[src/hdl/bscu_pkg.sv]
// Shared widths, register indexes and temperature constants for the compensation unit.
package bscu_pkg;

  // Port field widths
  localparam int unsigned RawW    = 24;
  localparam int unsigned CoefW   = 16;
  localparam int unsigned TempW   = 15;
  localparam int unsigned PresW   = 32;
  localparam int unsigned CfgIdxW = 3;
  localparam int unsigned NumCoef = 6;

  // Corrected sensitivity and offset, and the full pressure product
  localparam int unsigned SensW = 37;
  localparam int unsigned OffW  = 38;
  localparam int unsigned ProdW = RawW + SensW + 1;

  // Split point of the sensitivity word for the two partial products
  localparam int unsigned SplitW = 18;

  // Calibration register indexes
  typedef enum logic [CfgIdxW-1:0] {
    CFG_PRESS_SENS  = 3'd0,
    CFG_PRESS_OFF   = 3'd1,
    CFG_SENS_TCO    = 3'd2,
    CFG_OFF_TCO     = 3'd3,
    CFG_TEMP_REF    = 3'd4,
    CFG_TEMP_SLOPE  = 3'd5
  } cfg_idx_e;

  // Temperature thresholds in centidegrees, relative where noted
  localparam logic signed [19:0] TempRef       = 20'sd2000;
  localparam logic signed [19:0] VlowOfs       = 20'sd3500;  // -1500 absolute (-3500 relative to reference)
  localparam logic signed [18:0] DeltaMin      = -19'sd7000; // -5000 absolute
  localparam logic signed [18:0] DeltaMax      = 19'sd8000;  // 10000 absolute
  localparam logic signed [19:0] TempFieldMin  = -20'sd16384;

endpackage

[src/hdl/bscu_press_mul.sv]
// Two-stage signed multiplier: raw pressure times corrected sensitivity.
module bscu_press_mul (
  input  logic                                 clk_i,
  input  logic                                 rst_ni,
  input  logic                                 valid_i,
  input  logic [bscu_pkg::RawW-1:0]            d1_i,
  input  logic signed [bscu_pkg::SensW-1:0]    sens_i,
  output logic                                 valid_o,
  output logic signed [bscu_pkg::ProdW-1:0]    prod_o
);

  localparam int unsigned LoW = bscu_pkg::RawW + bscu_pkg::SplitW;
  localparam int unsigned HiW = bscu_pkg::RawW + 1 + bscu_pkg::SensW - bscu_pkg::SplitW;

  logic                     va_q;
  logic [LoW-1:0]           lo_d, lo_q;
  logic signed [HiW-1:0]    hi_d, hi_q;
  logic signed [bscu_pkg::ProdW-1:0] prod_d, prod_q;
  logic                     vb_q;

  // Form partial products on the low and high halves of the sensitivity
  assign lo_d = LoW'(d1_i) * LoW'(sens_i[bscu_pkg::SplitW-1:0]);
  assign hi_d = HiW'($signed({1'b0, d1_i})) *
                HiW'($signed(sens_i[bscu_pkg::SensW-1:bscu_pkg::SplitW]));

  // Recombine the halves
  assign prod_d = $signed({hi_q, {bscu_pkg::SplitW{1'b0}}}) +
                  $signed({{(bscu_pkg::ProdW-LoW){1'b0}}, lo_q});

  always_ff @(posedge clk_i or negedge rst_ni) begin
    if (!rst_ni) begin
      va_q <= 1'b0;
      vb_q <= 1'b0;
    end else begin
      va_q <= valid_i;
      vb_q <= va_q;
    end
  end

  always_ff @(posedge clk_i) begin
    lo_q   <= lo_d;
    hi_q   <= hi_d;
    prod_q <= prod_d;
  end

  assign valid_o = vb_q;
  assign prod_o  = prod_q;

endmodule

[config.mk]
export PLATFORM = sky130hd
export DESIGN_NAME = bscu_press_mul
export DESIGN_NICKNAME = d
export VERILOG_FILES = /design/src/hdl/bscu_pkg.sv /design/src/hdl/bscu_press_mul.sv
export SDC_FILE = /design/constraint.sdc
export NUM_CORES = 2
export LEC_CHECK = 0
export ABC_AREA = 1
export BUFFER_PORTS_ARGS = -buffer_cell sky130_fd_sc_hd__buf_2
export CAP_MARGIN = 0
export CELL_PAD_IN_SITES_DETAIL_PLACEMENT = 0
export CELL_PAD_IN_SITES_GLOBAL_PLACEMENT = 1
export CORE_ASPECT_RATIO = 1.1
export CORE_MARGIN = 4
export CORE_UTILIZATION = 53
export CTS_CLUSTER_DIAMETER = 120
export DETAILED_ROUTE_END_ITERATION = 7
export PLACE_DENSITY = 0.95
export REMOVE_ABC_BUFFERS = 1
export SETUP_SLACK_MARGIN = 0.2
export SYNTH_ARGS = -nofsm -noshare
export SYNTH_HDL_FRONTEND = slang
export SYNTH_SLANG_ARGS = --single-unit
[constraint.sdc]
create_clock -name clk_i -period 2.6 [get_ports clk_i]
set_input_delay 0.13 -clock clk_i [delete_from_list [all_inputs] [get_ports clk_i]]
set_output_delay 0.13 -clock clk_i [all_outputs]
set_load 0.05 [all_outputs]
### Word-level counts from Yosys, hierarchy flattened

Index checks and enable logic that the tools add are counted.

* multiply operators: 2
* add/subtract/negate cells: 1

Operators by type and width (count)
* $add 62x43->62: 1
* $mul 25x19->44: 1
* $mul 24x18->42: 1

* bits of input ports: 64
* bits in registers: 150
* output and inout port bits: 63

### Longest topological paths before layout

* word-level depth: 1
* gate-level depth with buffers: 29
* mapped depth without buffers: 27

### Least setup slack after synthesis

No wires, ideal clock.

* path kind: input -> register
* from: in d1_i[7] (netlist name)
* to: reg hi_q[43]
* required time: 2.488 ns
* arrival time: 5.317 ns
* buffers on the path: 2
* path slack: -2.829 ns
* setup time: 0.112 ns
* cell stages on the path: 24
* cells stage by stage: clkbuf_1 -> clkbuf_1 -> nand2_1 -> fa_1 -> inv_1 -> fa_1 -> inv_1 -> fa_1 -> inv_1 -> fa_1 -> fa_1 -> fa_1 -> fa_1 -> ha_1 -> nand2_1 -> inv_1 -> a21oi_1 -> nand2_1 -> nand2_1 -> nand3_2 -> nand2_1 -> nand2_1 -> nand2_1 -> nand2_1

* cells in the longest elaborated chain, start to end: 1

RTL lines
* start: declaration: RTL line bscu_press_mul.sv:6 `input logic [bscu_pkg::RawW-1:0] d1_i,`
* $mul 25x19->44: RTL line bscu_press_mul.sv:23 `assign hi_d = HiW'($signed({1'b0, d1_i})) *`
* via hi_d[43]: RTL line bscu_press_mul.sv:17 `logic signed [HiW-1:0] hi_d, hi_q;`
* end signal: assignment: RTL line bscu_press_mul.sv:42 `hi_q <= hi_d;`
* end: declaration: RTL line bscu_press_mul.sv:17

The timed path passes the listed nets, and every way through them passes these cells.

### Final worst setup path

* from: in d1_i[14] (netlist name)
* to: reg hi_q[41]

Same word-level chain as after synthesis.

==> impl_metrics.csv <==
group,metric,value,unit
outcome,status,"finished with violations",
outcome,violations,"negative setup slack",
worst_setup_path,cp.arrival,5390,ps
routing,viasPerCell,5.11,
logic_synthesis,yosysMostFrequentCell,"nand2_1",
logic_synthesis,ys_seq_area_frac,0.0824,
grt,grt_pass1_vias,34300,
finish,syn_to_final_growth,29.5,%
placed_design,place_congestion,0.948,
logic_synthesis,yosysTopAreaCell,"fa_1",
clocking,cts.reportedPaths.clkPinSlew,70,ps
worst_setup_path,worstPathRequired,2990,ps
floorplanning,die_area,0.0732,mm2
floorplanning,fp-row-count,100,
grt,grt_max_degree,19,
hold_path,min_path_type,"input pin to flop",
logic_synthesis,yosys-top-cells-area,"fa_1 (40%), nand2_1 (16%), inv_1 (15%)",
clocking,cts_buffers,17,
routing,drc,0,
clocking,ctsHtreeMaxLevel,4,
sta,drv_slew,0,
sta,final-setup-viol-count,77,
placed_design,hpwlAfterDp,85300,um
finish,fin_area,0.0474,mm2
routing,avgRoutedWirePerCell,17.4,um
sta,period_needed,5000,ps
routing,drtIter0Drc,2378,
clocking,cts_num_sinks,150,
floorplanning,pin_count,127,
worst_setup_path,worstSetupEndpointType,"flop",
clocking,clock_latency,450,ps
clocking,cts_tree,"built",
floorplanning,dieHeight,283,um
logic_synthesis,synthCells,4951,
clocking,clockBufferDepth,2,
routing,wirelength,111000,um
grt,antenna_found_initial,1,
finish,antennaDiodeCount,0,
floorplanning,die_x,258,um
grt,grt_overflow,0,
placed_design,port_buffers,126,
sta,final.setup.worst_slack,-2400,ps
worst_setup_path,crit_type,"input pin to flop",
sta,fin_crit_sh,1.92,
logic_synthesis,ys_top_cells_by_count,"nand2_1 (1,551), inv_1 (1,481), fa_1 (726)",
logic_synthesis,syn_area_per_cell,7.38,um2
placed_design,placed_area,0.0411,mm2
clocking,cts-root-buf,"clkbuf_16",
logic_synthesis,yosys.area_share.adder,0.504,
floorplanning,initial_core_util,0.537,
logic_synthesis,synth_top_family_by_area,"adder cells",
grt,grt_pass1_wl,174000,um
logic_synthesis,yosysUniqueCellTypes,35,
floorplanning,core_area,0.0681,mm2
logic_synthesis,synth.mux.area_fraction,0,
logic_synthesis,ys_seq_elements,150,
sta,report.final.hold_viol_count,0,
logic_synthesis,yosysWarnings,0,
logic_synthesis,ys_async_sr_fraction,0.0133,
sta,finClkSkew,12.7,ps
logic_synthesis,synth_compound_area_frac,0.0186,
logic_synthesis,synth-xor-area-share,0.0173,
worst_setup_path,critPathMaxFanout,7,
sta,tightest_slew,405,ps
logic_synthesis,synth_top_cell_area_share,0.398,
finish,drive_gt1_frac,0.257,
sta,max_freq,0.200,GHz
worst_setup_path,worstSetupStartpointType,"input pin",
grt,grt_usage,0.297,
sta,relSlewSlack,0.729,
sta,rsz0062_at_grt,"true",
routing,ant_nets,0,
flow_run,cap_violations,0,
finish,nets,6555,
finish,fillers,5074,
routing,firstDrtPassIters,6,
logic_synthesis,synth_edf_count,0,
logic_synthesis,syn_area,0.0366,mm2
routing,vias,32600,
logic_synthesis,yosys.area_share.simple,0.207,
logic_synthesis,synth_flop_cell,"dfxtp_1",
-- sequential cells by signal, indices dropped and copies added (netlist names) --
| register | count |
|---|---|
| va_q | 1 |
| hi_q | 44 |
| valid_o | 1 |
| lo_q | 42 |
| prod_o | 62 |
-- timing repair --
| action | in CTS | in global routing |
|---|---|---|
| pin swaps | 248 | 205 |
| cloned | 10 | 1 |
| endpoints found under the setup margin | 78 | 78 |
| resized for setup | 814 | 314 |
| hold buffers | 3 | 0 |
| setup buffers | 65 | 44 |
| hold endpoints to repair | 3 | 0 |
-- layer usage --
metal,wire length (um),global-route usage,share of wire
met1,42100,0.377,0.38
met2,54700,0.513,0.49
met3,8340,0.0407,0.075
met4,5920,0.118,0.053
met5,0,0,0
-- critical path, stage by stage --
cell	delay (ps)
buf_12	130
buf_8	140
buf_4	150
buf_4	140
or2_2	300
fa_1	510
inv_2	50
fa_1	500
inv_2	50
fa_2	520
fa_2	430
fa_1	510
inv_2	50
ha_4	260
ha_4	190
ha_4	280
buf_6	120
nand2_4	70
o21ai_0	320
inv_1	100
nand2_1	130
a21oi_2	90
nand2_1	90
nand2_1	60
nand2_1	70
-- stage by stage --
stage	util	hold slack (ps)	setup slack (ps)	cells	TNS (ps)
final	0.696	180	-2400	6384	-153660
after global routing	0.696	184	-2560	6384	-163450
after CTS	0.675	147	-2240	6339	-144410
after detailed placement	0.604	-84.1	-3020	6229	-205970
after global placement	0.604	-85.5	-3020	6229	-202280
after floorplan	-	-166	-2470	4781	-142930
-- kinds of logic after synthesis --
kind of cell / Yosys count
simple gates: 1907
xor+xnor: 72
fa+ha+maj: 1038
buf+inv: 1654
compound gates: 130
flops: 150
-- cell usage in the layout (no fill, tap or decap), types with 31 or more instances in the layout --
cell	netlist	routed
inv_1	1481	1362
nand2_1	1551	1332
fa_1	726	676
buf_4	0	379
ha_1	312	220
nand2_2	21	167
dfxtp_1	148	148
inv_2	3	114
buf_6	0	109
nor2_1	160	108
ha_4	0	87
buf_2	0	73
nand2_4	0	68
buf_12	0	53
nand3_1	86	50
fa_2	0	50
a21oi_1	82	39
nand3_2	12	38
xor2_1	51	38
nor2_2	10	32
nor2_4	1	31
a21oi_2	0	31
-- final cells by class --
| type | count | area, um2 | share of cell area |
|---|---|---|---|
| Multi-Input combinational cell | 3147 | 30800 | 0.650 |
| Clock inverter | 10 | 145 | 0.00306 |
| Timing Repair Buffer | 653 | 6220 | 0.131 |
| Inverter | 1484 | 5600 | 0.118 |
| Clock buffer | 22 | 464 | 0.00980 |
| Tap cell | 918 | 1150 | 0.0243 |
| Sequential cell | 150 | 3010 | 0.0636 |
-- final timing paths --
check                                 startpoint            endpoint  slack [ps]  cells past startpoint
worst max-delay path                    d1_i[14]    hi_q[41]$_DFF_P_       -2400                     25
worst max register to register  lo_q[18]$_DFF_P_  prod_o[42]$_DFF_P_         470                     13
min in group asynchronous                 rst_ni      va_q$_DFF_PN0_         540                      3
max in group asynchronous                 rst_ni   valid_o$_DFF_PN0_        1940                      3
worst min register to register   lo_q[6]$_DFF_P_   prod_o[6]$_DFF_P_         330                      0
worst min-delay path                   sens_i[0]     lo_q[0]$_DFF_P_         180                      4
Power is not shown: default switching activity piles up to over one toggle a cycle in this logic, so the estimate is an artifact.
